==> config.mk <==
export PLATFORM = sky130hd
export DESIGN_NAME = tet_cordic
export DESIGN_NICKNAME = d
export VERILOG_FILES = /design/src/hdl/tet_pkg.sv /design/src/hdl/tet_cordic.sv
export SDC_FILE = /design/constraint.sdc
export NUM_CORES = 2
export LEC_CHECK = 0
export ABC_AREA = 0
export BUFFER_PORTS_ARGS = -buffer_cell sky130_fd_sc_hd__buf_2
export CAP_MARGIN = 20
export CORE_ASPECT_RATIO = 1.5
export CORE_MARGIN = 5
export CORE_UTILIZATION = 35
export DETAILED_ROUTE_END_ITERATION = 12
export SLEW_MARGIN = 5
export SYNTH_ARGS = -nofsm -noshare
export SYNTH_HDL_FRONTEND = slang
export SYNTH_SLANG_ARGS = --single-unit
==> constraint.sdc <==
create_clock -name clk -period 9.1 [get_ports clk]
set_clock_uncertainty 0.15 [all_clocks]
set_input_delay 0.455 -clock clk [delete_from_list [all_inputs] [get_ports clk]]
set_output_delay 0.455 -clock clk [all_outputs]
set_load 0.01 [all_outputs]
==> src/hdl/tet_pkg.sv <==
//------------------------------------------------------------------------------
// tet_pkg: shared constants and helpers for the twist exponential transform
// Holds the arctangent table, angle constants and fixed point widths.
//------------------------------------------------------------------------------
`default_nettype none
package tet_pkg;

	localparam int SincosIterations = 16;
	localparam int AtanLen          = 24;

	localparam logic signed [34:0] HalfPiQ30 = 35'sd1686629713;
	localparam logic signed [34:0] PiQ30     = 35'sd3373259426;
	localparam logic signed [34:0] TwoPiQ30  = 35'sd6746518852;
	localparam logic signed [33:0] GainQ30   = 34'sd652032874;
	localparam logic signed [33:0] OneQ30    = 34'sd1073741824;

	// Arctangent of 2^-i in Q.30.
	function automatic logic signed [34:0] atan_q30(input logic [4:0] i);
		logic signed [34:0] r;
		begin
			unique case (i)
				5'd0: r = 35'sd843314857;
				5'd1: r = 35'sd497837829;
				5'd2: r = 35'sd263043837;
				5'd3: r = 35'sd133525159;
				5'd4: r = 35'sd67021687;
				5'd5: r = 35'sd33543516;
				5'd6: r = 35'sd16775851;
				5'd7: r = 35'sd8388437;
				5'd8: r = 35'sd4194283;
				5'd9: r = 35'sd2097149;
				5'd10: r = 35'sd1048576;
				5'd11: r = 35'sd524288;
				5'd12: r = 35'sd262144;
				5'd13: r = 35'sd131072;
				5'd14: r = 35'sd65536;
				5'd15: r = 35'sd32768;
				5'd16: r = 35'sd16384;
				5'd17: r = 35'sd8192;
				5'd18: r = 35'sd4096;
				5'd19: r = 35'sd2048;
				5'd20: r = 35'sd1024;
				5'd21: r = 35'sd512;
				5'd22: r = 35'sd256;
				5'd23: r = 35'sd128;
				default: r = '0;
			endcase
			return r;
		end
	endfunction

	// Saturate a 64 bit value to 32 bits signed.
	function automatic logic signed [31:0] sat32(input logic signed [63:0] v);
		logic signed [31:0] r;
		begin
			if (v > 64'sd2147483647) begin
				r = 32'sh7fffffff;
			end else if (v < -64'sd2147483648) begin
				r = 32'sh80000000;
			end else begin
				r = v[31:0];
			end
			return r;
		end
	endfunction

endpackage
`default_nettype wire

==> src/hdl/tet_cordic.sv <==
//------------------------------------------------------------------------------
// tet_cordic: pipelined sine and cosine
// Range reduction stage followed by one register stage per CORDIC step.
//------------------------------------------------------------------------------
`default_nettype none
module tet_cordic #(
	parameter int ITER = tet_pkg::SincosIterations
) (
	input  wire                       clk,
	input  wire                       arst_n,
	input  wire                       en,
	input  wire logic signed [15:0]   angle,
	output logic signed [33:0]        sin_o,
	output logic signed [33:0]        cos_o
);

	localparam int N = (ITER < tet_pkg::AtanLen) ? ITER : tet_pkg::AtanLen;

	logic signed [34:0] z0;
	logic               neg0;
	logic signed [34:0] zr_s1;
	logic               neg_s1;

	always_comb begin
		logic signed [34:0] z;
		z    = 35'(angle) <<< 18;
		neg0 = 1'b0;
		for (int k = 0; k < 2; k++) begin
			if (z > tet_pkg::PiQ30) z = z - tet_pkg::TwoPiQ30;
			if (z <= -tet_pkg::PiQ30) z = z + tet_pkg::TwoPiQ30;
		end
		if (z > tet_pkg::HalfPiQ30) begin
			z = z - tet_pkg::PiQ30; neg0 = 1'b1;
		end else if (z < -tet_pkg::HalfPiQ30) begin
			z = z + tet_pkg::PiQ30; neg0 = 1'b1;
		end
		z0 = z;
	end

	always_ff @(posedge clk) begin
		if (en) begin
			zr_s1  <= z0;
			neg_s1 <= neg0;
		end
	end

	logic signed [33:0] x_q [N+1];
	logic signed [33:0] y_q [N+1];
	logic signed [34:0] z_q [N+1];
	logic               n_q [N+1];

	assign x_q[0] = tet_pkg::GainQ30;
	assign y_q[0] = '0;
	assign z_q[0] = zr_s1;
	assign n_q[0] = neg_s1;

	for (genvar i = 0; i < N; i++) begin : g_step
		always_ff @(posedge clk) begin
			if (en) begin
				if (z_q[i] >= 0) begin
					x_q[i+1] <= x_q[i] - (y_q[i] >>> i);
					y_q[i+1] <= y_q[i] + (x_q[i] >>> i);
					z_q[i+1] <= z_q[i] - tet_pkg::atan_q30(5'(i));
				end else begin
					x_q[i+1] <= x_q[i] + (y_q[i] >>> i);
					y_q[i+1] <= y_q[i] - (x_q[i] >>> i);
					z_q[i+1] <= z_q[i] + tet_pkg::atan_q30(5'(i));
				end
				n_q[i+1] <= n_q[i];
			end
		end
	end

	assign cos_o = n_q[N] ? -x_q[N] : x_q[N];
	assign sin_o = n_q[N] ? -y_q[N] : y_q[N];

	logic unused;
	assign unused = ^{arst_n, z_q[N]};

endmodule
`default_nettype wire

# ---- Word level (Yosys, flattened, before mapping)
# Cells that the tools add are included.
dict set report word_totals {
  out_inout_bits 68
  reg_bits 1631
  wordCells 239
  input_bits 19
}
dict set report classes {
  n_addsub 98
  muxes 55
  order_cmp 22
}
# operator n
set op_table {}
lappend op_table {{$mux 34} 33}
lappend op_table {{$mux 35} 21}
lappend op_table {{$ge 35x1->1 const B} 16}
lappend op_table {{$add 35x22->35 const B} 2}
lappend op_table {{$add 35x34->35 const B} 2}
lappend op_table {{$le 35x33->1 const B} 2}
lappend op_table {{$sub 35x22->35 const B} 2}
lappend op_table {{$add 34x19->34} 2}
lappend op_table {{$add 34x20->34} 2}
lappend op_table {{$add 34x21->34} 2}
lappend op_table {{$add 34x22->34} 2}
lappend op_table {{$add 34x23->34} 2}
lappend op_table {{$add 34x24->34} 2}
lappend op_table {{$add 34x25->34} 2}
lappend op_table {{$add 34x26->34} 2}
lappend op_table {{$add 34x27->34} 2}
lappend op_table {{$add 34x28->34} 2}
lappend op_table {{$add 34x29->34} 2}
lappend op_table {{$add 34x30->34} 2}
lappend op_table {{$add 34x31->34} 2}
lappend op_table {{$add 34x32->34} 2}
lappend op_table {{$neg 34->34} 2}
lappend op_table {{$sub 34x19->34} 2}
lappend op_table {{$sub 34x20->34} 2}
lappend op_table {{other kinds (51)} 63}

# ---- Depth between registers and ports, before layout
dict set report depth {
  depth_word 11
  depth_mapped 37
  ltp_nobuf 31
}

# ---- Worst setup path after synthesis
# No wires, ideal clock.
dict set report synth_path {
  path_kind {input to register}
  start {input port angle[4]}
  end {register zr_s1[10] (netlist name)}
  stages 36
  arrival_ns 7.985
  setup_time_ns 0.260
  setup_slack_ns 0.705
  path_buffers 6
  path_cell_list {buf_6 nor4_4 o2111a_1 nor2_1 inv_2 clkbuf_1 ha_1 nand2b_1 nand2_1 a221oi_2 o211a_4 o31ai_4 clkbuf_1 ha_1 ha_1 and3_1 o31ai_1 a211o_1 buf_6 o21ai_0 clkbuf_1 nor2_1 a21oi_1 ha_1 nor4b_1 mux2i_4 and2_1 and3_1 nor3_1 nand4_1 a311oi_4 or2_1 buf_4 o31a_1 o22ai_2 mux2_2}
}
dict set report synth_between {
  elab_chain_len 11
}
# element line
set synth_rtl {}
lappend synth_rtl {{start, declared} tet_cordic.sv:12} ;# input wire logic signed [15:0] angle,
lappend synth_rtl {{$gt 34x33->1 / $sub 34x34->35 (equally long branches)} tet_cordic.sv:29} ;# if (z > tet_pkg::PiQ30) z = z - tet_pkg::TwoPiQ30;
lappend synth_rtl {{$mux 35 (*)} tet_cordic.sv:29}
lappend synth_rtl {{$add 35x34->35 / $le 35x33->1 (equally long branches)} tet_cordic.sv:30} ;# if (z <= -tet_pkg::PiQ30) z = z + tet_pkg::TwoPiQ30;
lappend synth_rtl {{$mux 35 (*)} tet_cordic.sv:30}
lappend synth_rtl {{$sub 35x34->35 / $gt 35x33->1 (equally long branches)} tet_cordic.sv:29}
lappend synth_rtl {{$mux 35 (*)} tet_cordic.sv:29}
lappend synth_rtl {{$add 35x34->35 / $le 35x33->1 (equally long branches)} tet_cordic.sv:30}
lappend synth_rtl {{$mux 35 (*)} tet_cordic.sv:30}
lappend synth_rtl {{$add 35x33->35 / $lt 35x32->1 (equally long branches)} {tet_cordic.sv:35, tet_cordic.sv:34}}
lappend synth_rtl {{$mux 35} tet_cordic.sv:34} ;# end else if (z < -tet_pkg::HalfPiQ30) begin
lappend synth_rtl {{$mux 35 (*)} tet_cordic.sv:32} ;# if (z > tet_pkg::HalfPiQ30) begin
lappend synth_rtl {{named net z0[10]} tet_cordic.sv:19} ;# logic signed [34:0] z0;
# Mark *: on every way through the listed nets, which the timed path passes. The rest lies on a longest branch.
# A chain may end at the register's enable or synchronous reset.

# ---- Worst setup path in the final report
dict set report layout_path {
  start {input port angle[4]}
  end {register zr_s1[29] (netlist name)}
}
dict set report layout_between {
  elab_chain_len 11
}
# element line
set layout_rtl {}
lappend layout_rtl {{$sub 34x34->35 / $gt 34x33->1 (equally long branches)} tet_cordic.sv:29}
lappend layout_rtl {{$mux 35 (*)} tet_cordic.sv:29}
lappend layout_rtl {{$add 35x34->35 / $le 35x33->1 (equally long branches)} tet_cordic.sv:30}
lappend layout_rtl {{$mux 35 (*)} tet_cordic.sv:30}
lappend layout_rtl {{$sub 35x34->35 / $gt 35x33->1 (equally long branches)} tet_cordic.sv:29}
lappend layout_rtl {{$mux 35 (*)} tet_cordic.sv:29}
lappend layout_rtl {{$add 35x34->35 / $le 35x33->1 (equally long branches)} tet_cordic.sv:30}
lappend layout_rtl {{$mux 35 (*)} tet_cordic.sv:30}
lappend layout_rtl {{$add 35x33->35 / $lt 35x32->1 (equally long branches)} {tet_cordic.sv:35, tet_cordic.sv:34}}
lappend layout_rtl {{$mux 35} tet_cordic.sv:34}
lappend layout_rtl {{$mux 35 (*)} tet_cordic.sv:32}
lappend layout_rtl {{named net z0[29]} tet_cordic.sv:19}
# Marks and branches as above.

==> impl_metrics.json <==
{
  "synth_top_area_share": 0.360,
  "grt_usage": 0.178,
  "synth_edf_count": 1451,
  "syn-num-nets": 14100,
  "period_share": 0.843,
  "timing.hold.ws_ns": 0.247,
  "async_flop_share": 0,
  "timing.rr.start": "x_q[505]",
  "rsz0062_at_grt": "false",
  "fin_tns_setup_ns": 0,
  "dieWidth_um": 490,
  "die_y_um": 730,
  "nNetsFinal": 14300,
  "antenna_found_initial": 8,
  "yosys.area.top_type": "edfxtp_1",
  "placementRows": 264,
  "dpl.hpwl_um": 268000,
  "cpPeakStageDelay_ns": 0.69,
  "finalSetupViolCount": 0,
  "antenna_left": 0,
  "cts.sink_count": 1451,
  "start_kind": "input pin",
  "cts_tree": "done",
  "ios": 87,
  "slew_viol_final": 0,
  "cts-resized-gates": 0,
  "wirelength_um": 327000,
  "postSynthCellCount": 12600,
  "clock_latency_ns": 0.86,
  "worst_hold_path.endpoint": "n_q[4]",
  "io_buffer_count": 85,
  "min_path_type": "flop to flop",
  "max_slew_margin": 0.116,
  "ys_top_cells_by_area": "edfxtp_1 (36%), ha_1 (14%), xnor2_1 (9.3%), nor2_1 (4.1%), xor2_1 (3.8%)",
  "drive_gt1_frac": 0.0506,
  "max_freq_ghz": 0.130,
  "initial_core_util": 0.351,
  "ys_seq_elements": 1451,
  "avgSynthCellArea_um2": 9.58,
  "drcViolationCount": 0,
  "rr_endpoint": "y_q[475]",
  "grt_max_degree": 178,
  "cpMostUsedCell": "ha_1",
  "num_vias": 93100,
  "grt_overflow": 0,
  "path_max_fanout": 10,
  "htreeDepth": 4,
  "yosysSeqAreaShare": 0.360,
  "reg2reg_slack_ns": 1.72,
  "dr.pass1.iters": 6,
  "instances_no_fill": 17600,
  "ys_warn_count": 0,
  "first_iter_violations": 4122,
  "area_growth_syn_to_layout_pct": 9.79,
  "synthDistinctLibCells": 114,
  "ys_top_cells_by_count": "edfxtp_1 (1451), ha_1 (1385), nor2_1 (1317), xnor2_1 (1285), nand2_1 (776)",
  "synth_flop_cell": "edfxtp_1",
  "worstPathArrival_ns": 8.08,
  "worstPathRequired_ns": 9.51,
  "wl_per_cell_um": 18.6,
  "dp.cells": 17200,
  "max-cap-violations": 0,
  "cts_buffer_depth": 4,
  "numCtsBuffers": 167,
  "critPathSlowestCell": "nor4b_1",
  "worstHoldPathCells": 0,
  "end_kind": "flop",
  "die_area_um2": 358000,
  "clock-root-buffer": "clkbuf_16",
  "synth_area_um2": 121000,
  "fp.coreArea_um2": 345000,
  "worstMarginPinSlew_ns": 1.33,
  "hold_viol": 0,
  "min_from": "n_q[5]",
  "clkSlewWorstSetupHoldPaths_ns": 0.06,
  "gp_congestion": 0.983,
  "grt_pass1_vias": 94100,
  "worstSetupPathType": "input pin to flop",
  "period_needed_ns": 7.67,
  "grt_pass1_wl_um": 506000,
  "status": "complete, no violations",
  "viasPerCell": 5.31,
  "synth.most_common_cell": "edfxtp_1",
  "nFillCells": 34500,
  "ff2ff_path_depth": 24
}
==> layout by cell type (no fill, tap or decap), types with 57 or more instances in the layout <==
cell,synthesis,routed
clkbuf_16,0,172
o211ai_1,64,64
nor2b_1,166,166
and2_1,77,77
nor4_1,71,71
a21oi_1,770,770
o211a_1,57,57
inv_1,530,529
a211oi_1,92,92
or2_2,90,90
nor2_1,1317,1317
buf_2,13,84
or3_1,264,264
ha_1,1385,1385
xnor2_1,1285,1282
and3_1,168,168
buf_4,6,122
xor2_1,519,518
o21bai_1,166,166
a21boi_0,94,94
o31ai_1,226,226
nand2b_1,137,137
nand3_1,305,305
o41ai_1,154,153
o21a_1,210,210
edfxtp_1,1451,1451
nor3_1,580,580
o21ai_0,664,664
a21o_1,135,135
a31oi_1,63,63
or4_1,100,100
nand2_1,776,776
==> layer usage <==
layer | track usage | up-vias | share of wire
li1 | - | 47400 | -
met1 | 0.135 | 43300 | 0.30
met2 | 0.377 | 1509 | 0.57
met3 | 0.0194 | 964 | 0.024
met4 | 0.158 | 4 | 0.11
met5 | 0 | - | 0.000082
==> state kept, by name, summed over array words and instances, names as in the netlist <==
name and flops:
n_q 16, y_q 511, z_q 402, x_q 488, zr_s1 34
==> final cells by class <==
| cell class | instances | area [um2] | share of cell area |
|---|---|---|---|
| clock buffer | 190 | 4370 | 0.0329 |
| inverter | 537 | 2020 | 0.0152 |
| tap | 4522 | 5660 | 0.0425 |
| antenna | 44 | 110 | 0.000828 |
| clock inverter | 104 | 892 | 0.00671 |
| sequential | 1451 | 43600 | 0.328 |
| timing repair buffer | 215 | 1490 | 0.0112 |
| multi-input combinational | 10500 | 74900 | 0.563 |
==> cells by family after synthesis <==
family          count (synthesis)  synth area share
buf+inv                       707            0.0224
simple gates                 4141             0.164
other cells                     1         0.0000310
mux                            65           0.00566
flops                        1451             0.360
xor+xnor                     1805             0.131
fa+ha+maj                    1424             0.150
compound gates               3055             0.168
==> stage by stage <==
| stage | worst slack (ns) | utilization | cell area, um2 |
|---|---|---|---|
| detailed placement | 0.743 | 0.370 | 128000 |
| CTS | 1.57 | 0.385 | 133000 |
| global route | 1.13 | 0.386 | 133000 |
| floorplan | 0.705 | - | 121000 |
| global placement | 0.666 | 0.370 | 128000 |
| finish | 1.43 | 0.386 | 133000 |
==> worst max-delay path: cells and delay by family <==
| kind | cells | cell delay, ns |
|---|---|---|
| buffers and inverters | 2 | 0.30 |
| muxes | 1 | 0.19 |
| and+or+nand+nor | 5 | 2.06 |
| adders and majority gates | 4 | 1.06 |
| AOI/OAI and AO/OA | 16 | 4.00 |
==> repair_timing <==
action                    4_1_cts  5_1_grt
hold endpoints to repair       86        0
buffers inserted                0        0
hold buffers                    1        0
==> worst max-delay path by stage <==
| stage | from | endpoint | slack (ns) |
|---|---|---|---|
| 5_1_grt | angle[4] | zr_s1[29] | 1.13 |
| 4_1_cts | angle[4] | zr_s1[29] | 1.57 |
| 6_report | angle[4] | zr_s1[29] | 1.43 |
| 3_3_place_gp | angle[4] | zr_s1[29] | 0.67 |
| 3_5_place_dp | angle[4] | zr_s1[29] | 0.74 |
| 2_1_floorplan | angle[4] | zr_s1[10] | 0.70 |
Power is not shown: default switching activity piles up to over one toggle a cycle in this logic, so the estimate is an artifact.
